## config.mk

```make
export PLATFORM = sky130hd
export DESIGN_NAME = i2c_master_register_file
export DESIGN_NICKNAME = d
export VERILOG_FILES = /design/src/rtl/i2cm_pkg.sv /design/src/rtl/i2cm_core.sv /design/src/rtl/i2c_master_register_file.sv
export SDC_FILE = /design/constraint.sdc
export NUM_CORES = 1
export LEC_CHECK = 0
export BUFFER_PORTS_ARGS = -buffer_cell sky130_fd_sc_hd__buf_2
export CORE_AREA = 2 2 91 75
export CTS_CLUSTER_SIZE = 40
export DETAILED_ROUTE_END_ITERATION = 8
export DIE_AREA = 0 0 93 77
export PLACE_DENSITY = 0.81
export SLEW_MARGIN = 20
export SYNTH_ARGS = -nofsm -noshare
export SYNTH_HDL_FRONTEND = slang
export SYNTH_SLANG_ARGS = --single-unit
```

## constraint.sdc

```tcl
create_clock -name clk_i -period 5.69 [get_ports clk_i]
set_input_delay 0.569 -clock clk_i [delete_from_list [all_inputs] [get_ports clk_i]]
set_output_delay 0.569 -clock clk_i [all_outputs]
set_load 0.1 [all_outputs]
```

## src/rtl/i2cm_pkg.sv

```systemverilog
// I2C master register file: shared request/result types, register and
// command bit positions. No dependencies.
`default_nettype none

package i2cm_pkg;

  // Register offsets seen by the processor
  typedef enum logic [2:0] {
    REG_PRE_LO = 3'd0,
    REG_PRE_HI = 3'd1,
    REG_CTRL   = 3'd2,
    REG_TXRX   = 3'd3,
    REG_CMDSR  = 3'd4
  } reg_idx_e;

  // Access kind
  typedef enum logic {
    OP_READ  = 1'b0,
    OP_WRITE = 1'b1
  } op_e;

  // Command issued on the bus side
  typedef enum logic [1:0] {
    BUS_NONE  = 2'd0,
    BUS_START = 2'd1,
    BUS_WRITE = 2'd2,
    BUS_READ  = 2'd3
  } bus_cmd_e;

  // Control register bits
  localparam int unsigned CtrlEnBit  = 7;
  localparam int unsigned CtrlIenBit = 6;

  // Command register bits
  localparam int unsigned CmdStaBit  = 7;
  localparam int unsigned CmdStoBit  = 6;
  localparam int unsigned CmdRdBit   = 5;
  localparam int unsigned CmdWrBit   = 4;
  localparam int unsigned CmdAckBit  = 3;
  localparam int unsigned CmdIackBit = 0;

  typedef struct packed {
    logic       op;
    logic [2:0] reg_index;
    logic [7:0] write_byte;
    logic       target_ack;
    logic [7:0] target_byte;
  } req_t;

  typedef struct packed {
    logic [7:0] read_byte;
    logic       irq_pulse;
    logic [1:0] bus_command;
    logic [7:0] bus_byte;
    logic       bus_stop;
    logic       master_nack;
  } rsp_t;

endpackage

`default_nettype wire

```

## src/rtl/i2cm_core.sv

```systemverilog
// I2C master register file: register state and per-request decode.
// Depends on i2cm_pkg.
`default_nettype none

module i2cm_core import i2cm_pkg::*; (
  input  wire  logic clk_i,
  input  wire  logic rst_ni,
  input  wire  logic step_i,   // commit the request below
  input  wire  req_t req_i,
  output rsp_t       rsp_o
);

  logic [7:0] pre_lo_q, pre_lo_d;
  logic [7:0] pre_hi_q, pre_hi_d;
  logic [7:0] ctrl_q, ctrl_d;
  logic [7:0] tx_q, tx_d;
  logic [7:0] rx_q, rx_d;
  logic       rxack_q, rxack_d;
  logic       busy_q, busy_d;
  logic       irq_flag_q, irq_flag_d;
  logic       nack_req_q, nack_req_d;

  logic       enabled;
  logic       flag_mid;
  logic [7:0] wb;
  rsp_t       rsp;

  assign enabled = ctrl_q[CtrlEnBit];
  assign wb      = req_i.write_byte;

  always_comb begin
    pre_lo_d   = pre_lo_q;
    pre_hi_d   = pre_hi_q;
    ctrl_d     = ctrl_q;
    tx_d       = tx_q;
    rx_d       = rx_q;
    rxack_d    = rxack_q;
    busy_d     = busy_q;
    irq_flag_d = irq_flag_q;
    nack_req_d = nack_req_q;
    flag_mid   = irq_flag_q;
    rsp        = '0;

    if (req_i.op == OP_READ) begin
      case (reg_idx_e'(req_i.reg_index))
        REG_PRE_LO: rsp.read_byte = pre_lo_q;
        REG_PRE_HI: rsp.read_byte = pre_hi_q;
        REG_CTRL:   rsp.read_byte = ctrl_q;
        REG_TXRX:   rsp.read_byte = rx_q;
        // AL and TIP always zero here
        REG_CMDSR:  rsp.read_byte = {rxack_q, busy_q, 5'b0, irq_flag_q};
        default:    rsp.read_byte = '0;
      endcase
    end else begin
      case (reg_idx_e'(req_i.reg_index))
        REG_PRE_LO: pre_lo_d = wb;
        REG_PRE_HI: pre_hi_d = wb;
        REG_CTRL:   ctrl_d   = wb;
        REG_TXRX: begin
          if (enabled) tx_d = wb;
        end
        REG_CMDSR: begin
          if (enabled) begin
            if (wb[CmdIackBit]) flag_mid = 1'b0;
            irq_flag_d = flag_mid;
            if (wb[CmdStaBit] || wb[CmdWrBit] || wb[CmdRdBit]) begin
              rxack_d = ~req_i.target_ack;
              if (wb[CmdStaBit]) begin
                rsp.bus_command = BUS_START;
                rsp.bus_byte    = {1'b0, tx_q[7:1]};
                busy_d          = req_i.target_ack;
              end else if (wb[CmdWrBit]) begin
                rsp.bus_command = BUS_WRITE;
                rsp.bus_byte    = tx_q;
              end else begin
                rsp.bus_command = BUS_READ;
                if (req_i.target_ack) rx_d = req_i.target_byte;
                nack_req_d      = wb[CmdAckBit];
                rsp.master_nack = wb[CmdAckBit];
              end
              rsp.irq_pulse = ctrl_q[CtrlIenBit] & ~flag_mid;
              irq_flag_d    = 1'b1;
            end
            if (wb[CmdStoBit]) begin
              rsp.bus_stop = 1'b1;
              busy_d       = 1'b0;
            end
          end
        end
        default: ;
      endcase
    end
  end

  assign rsp_o = rsp;

  always_ff @(posedge clk_i or negedge rst_ni) begin
    if (!rst_ni) begin
      pre_lo_q   <= '0;
      pre_hi_q   <= '0;
      ctrl_q     <= '0;
      tx_q       <= '0;
      rx_q       <= '0;
      rxack_q    <= 1'b0;
      busy_q     <= 1'b0;
      irq_flag_q <= 1'b0;
      nack_req_q <= 1'b0;
    end else if (step_i) begin
      pre_lo_q   <= pre_lo_d;
      pre_hi_q   <= pre_hi_d;
      ctrl_q     <= ctrl_d;
      tx_q       <= tx_d;
      rx_q       <= rx_d;
      rxack_q    <= rxack_d;
      busy_q     <= busy_d;
      irq_flag_q <= irq_flag_d;
      nack_req_q <= nack_req_d;
    end
  end

endmodule

`default_nettype wire

```

## src/rtl/i2c_master_register_file.sv

```systemverilog
// I2C master register file, top level: input stage, register core and
// result register. Depends on i2cm_pkg and i2cm_core.
`default_nettype none

// One processor access per request: read or write of prescale lo/hi,
// control, transmit/receive or command/status. Every request yields exactly
// one result, via the input register and then the result register.
// The block takes a new request every cycle while out_stall_i is low; the
// decode between the input and result registers is combinational.
// A result holds on out_rsp_o while out_stall_i is high; the input stage
// keeps taking one more request meanwhile, then in_stall_o rises. Writes to
// transmit or command are dropped while control bit 7 is clear. START, WRITE
// and READ set the interrupt flag and pulse irq_pulse when control bit 6 is
// set and the flag was clear after any IACK in the same write. Status reads
// return RXACK, BUSY and IF; AL and TIP read as zero. Bus timing and the
// prescaler are outside this block.
module i2c_master_register_file import i2cm_pkg::*; (
  input  wire  logic clk_i,
  input  wire  logic rst_ni,
  input  wire  logic in_valid_i,
  output logic       in_stall_o,
  input  wire  req_t in_req_i,
  output logic       out_valid_o,
  input  wire  logic out_stall_i,
  output rsp_t       out_rsp_o
);

  logic in_valid_q;
  req_t in_req_q;
  logic out_valid_q;
  rsp_t out_rsp_q;
  rsp_t core_rsp;
  logic step;
  logic in_take;

  // Stage moves on whenever the result register is free or being emptied
  assign step       = in_valid_q & (~out_valid_q | ~out_stall_i);
  assign in_stall_o = in_valid_q & ~step;
  assign in_take    = in_valid_i & ~in_stall_o;

  i2cm_core u_core (
    .clk_i  (clk_i),
    .rst_ni (rst_ni),
    .step_i (step),
    .req_i  (in_req_q),
    .rsp_o  (core_rsp)
  );

  always_ff @(posedge clk_i or negedge rst_ni) begin
    if (!rst_ni) begin
      in_valid_q  <= 1'b0;
      out_valid_q <= 1'b0;
    end else begin
      if (in_take) begin
        in_valid_q <= 1'b1;
      end else if (step) begin
        in_valid_q <= 1'b0;
      end
      if (step) begin
        out_valid_q <= 1'b1;
      end else if (!out_stall_i) begin
        out_valid_q <= 1'b0;
      end
    end
  end

  always_ff @(posedge clk_i) begin
    if (in_take) in_req_q <= in_req_i;
    if (step) out_rsp_q <= core_rsp;
  end

  assign out_valid_o = out_valid_q;
  assign out_rsp_o   = out_rsp_q;

endmodule

`default_nettype wire

```

==> results.md <==
* Grt ovf at 0
* Largest family of logic cells by synthesized area: multiplexers
* Initial antenna violation count at 0
* Area delta synth->final at 12.87%
* All-Layer GR Usage at 20.98%
* Syn Area/Cell at 15.51 um2
* PostCTS Resize Cnt at 0
* Fmax at 441.8 MHz
* Clock slew at reported path FFs at 80 ps
* GPL Wtd Cong at 0.8642
* CP max stage delay at 1010 ps
* Power density cells at 363.4 nW/um2
* H-tree depth at 3
* HPWL Detailed at 4458 um
* Cell total after placement at 359
* Core footprint at 6246 um2
* Tcrit/Tclk final at 39.78%
* TritonCTS buffer count at 9
* Peak VDD IR at 0.1895 mV
* Fin nets at 311
* Number of fill cells at 476
* CTS tree: yes
* Worst Path Class, Setup: reg -> reg
* Seq/Total Area, Yosys at 64.11%
* Relative slew slack at 33.85%
* Slew Viols, Final at 0
* Syn. warnings at 0
* Synthesized Nets at 265
* Layout cell share with drive strength beyond 1 at 37.46%
* Setup WS pre-CTS at 3292 ps
* Largest net degree at the start of global routing at 46
* CP required at 5930 ps
* Drt total wl at 6862 um
* Die height at 77 um
* Multiplexer share of the synthesized area at 17.78%
* IO buf count at 47
* Distinct cell type count after synthesis at 41
* FP Rows at 26
* Chip Width at 93 um
* Clock Path Buffers at 2
* RSZ-0062 raised after global routing: false
* Worst hold margin at 209.8 ps
* Clock root cell: clkbuf_8
* Number of inserted diodes at 0
* Number of synthesized register bits at 87
* Worst Path Buf+Inv at 0
* CP endpoint kind: flip-flop
* Non-Filler Instances at 375
* WL per Instance at 18.30 um
* CP startpoint kind: flip-flop
* Via count at 2150
* Iter 0 DRT Violations at 154
* Hold Buf Count CTS at 0
* Xor and xnor fraction of the mapped netlist area at 0%
* Synth Area in Adders at 0%
* Die ar. at 7161 um2
* Critical path peak fanout at 23
* Outcome: complete, no violations
* First-pass GRT wire length at 11270 um
* DRT Pass-1 Iters at 4
* Vias in the first global route at 2120
* Skew-Pair Late Insertion Delay at 360 ps
* Finish-stage setup viols at 0
* Boundary pin count at 48
* Mapped Cells at 240
* Clock tree sinks at 87
* Drt drc at 0
* Final Critical Period at 2264 ps
* Starting Density at 59.62%
* Max stage delay cell, worst path: edfxtp_1
* Final hold violations at 0
* Total leakage power at 1.851 nW
* Post-route setup TNS at 0 ps
* Post-Syn Area at 3724 um2
* Vias/cell at 5.733
* Postcts setup bufs at 0
* Simple-gate share of the synthesized area at 9.980%
* Setup ws final at 3426 ps
* MaxCap Viol Count at 0
* Worst-margin pin slew at 992.2 ps
* Clock Skew at 8.149 ps
* Final Core Density at 67.29%
* Post-route ant nets at 0
* CP cell instances: nand2b_4 -> a2111o_1 -> mux2_4
* Top cell family by delay on the critical path: flip-flops
* Synth Area in Compound Gates at 5.544%
* HP Class: in -> async
* CP arrival at 2500 ps
[kinds of logic (layout without fill, tap and decap cells)]
family | count (synthesis) | count (layout)
buffers and inverters | 15 | 66
AND/OR/NAND/NOR | 57 | 57
AO/OA/AOI/OAI | 27 | 27
multiplexers | 54 | 54
flip-flops | 87 | 87
[sequential cells by signal, summed over array words and instances (netlist names), 8 cells and up]
signal	flops
u_core.pre_lo_q	8
u_core.tx_q	8
u_core.ctrl_q	8
in_req_q	21
out_rsp_o	21
u_core.pre_hi_q	8
u_core.rx_q	8
[metrics by stage]
stage,power [W],cell area (um2)
final,0.001527,4203
after global placement,0.001063,3979
after global routing,0.001589,4203
after CTS,0.001538,4200
after detailed placement,0.001074,3979
after floorplan,0.001017,3724
[cell type report]
class	count	area, um2	share of cell area [%]
Inverter	3	11.26	0.2679
Sequential cell	87	2387	56.80
Timing Repair Buffer	47	237.7	5.656
Clock buffer	9	123.9	2.947
Tap cell	84	105.1	2.501
Clock inverter	7	97.59	2.322
Multi-Input combinational cell	138	1240	29.50
[cell usage after synthesis]
cell type	instances	share of area [%]
edfxtp_1	42	34
buf_2	2	0.27
o2111ai_1	1	0.24
a21o_1	1	0.20
nor2b_1	2	0.34
o21ai_0	2	0.27
o22ai_1	5	0.84
a21oi_1	4	0.54
buf_1	1	0.10
and4bb_2	1	0.34
mux2_2	21	6.4
a21boi_4	1	0.50
nand4b_2	2	0.81
o31a_1	3	0.71
nor4b_1	3	0.71
nand3_1	3	0.40
a22oi_1	6	1.2
nand2b_1	2	0.34
nand2_1	6	0.60
mux2i_1	14	3.8
and4bb_1	1	0.34
and4_1	1	0.24
dfrtp_1	45	30
clkbuf_1	3	0.30
nand4_1	1	0.17
o21a_1	1	0.20
and2_1	6	1.0
or2_1	1	0.17
a2111o_1	2	0.60
nand3b_1	8	1.6
mux2_4	19	7.7
buf_4	2	0.40
nand4_4	1	0.57
or3_1	1	0.17
inv_1	3	0.30
nand2b_4	1	0.37
nor2_1	15	1.5
buf_6	4	1.2
nor3_1	1	0.13
and3_1	1	0.17
o2bb2ai_1	1	0.24
[path summary, 6_finish.rpt]
| path | start | endpoint | slack (ps) | cells after the start |
|---|---|---|---|---|
| max in group asynchronous | rst_ni | u_core.rx_q[7] | 5080 | 1 |
| setup / recovery | in_req_q[18] | u_core.ctrl_q[2] | 3430 | 3 |
| min in group clk_i | in_req_i[16] | in_req_q[16] | 380 | 1 |
| setup reg to reg | in_req_q[18] | u_core.ctrl_q[2] | 3430 | 3 |
| hold / removal | rst_ni | u_core.rx_q[1] | 210 | 1 |
| hold reg to reg | in_req_q[7] | u_core.rx_q[7] | 480 | 1 |
[cells in the final DEF, fill, tap and decap left out, types with 2 or more instances in the layout]
cell	count
edfxtp_1	42
a2111o_1	2
buf_2	46
mux2_2	21
nor2b_1	2
and2_1	6
bufinv_16	2
clkinvlp_4	2
o22ai_1	5
a21oi_1	4
nand2b_1	2
nand2_1	6
clkbuf_8	9
inv_1	3
nand3b_1	8
mux2i_1	14
o21ai_0	2
clkinv_4	2
o31a_1	3
dfrtp_1	45
mux2_4	19
nand3_1	3
nor2_1	15
nand4b_2	2
a22oi_1	6
nor4b_1	3
[where the power goes]
| part | total (W) | internal, W | leakage (nW) | switching, W |
|---|---|---|---|---|
| combinational | 0.000251 | 0.000103 | 0.761 | 0.000148 |
| sequential | 0.000813 | 0.000749 | 0.984 | 0.0000641 |
| clock | 0.000463 | 0.000248 | 0.105 | 0.000216 |
[routing by layer]
layer / GRT usage (%) / vias to the layer above / share of wire [%] / wire length [um]
met2: 30.87 / 79 / 47 / 3232
met1: 29.67 / 1070 / 44 / 3042
met3: 5.697 / 15 / 6.4 / 442
li1: - / 986 / - / -
met5: 0 / - / 0 / 0
met4: 8.971 / 0 / 2.1 / 145
[worst reg2reg max path, cell delays in order (launching register included)]
cell and delay [ps]:
edfxtp_1 1010, nand2b_4 110, a2111o_1 640, mux2_4 400
(Power assumes the default switching activity.)
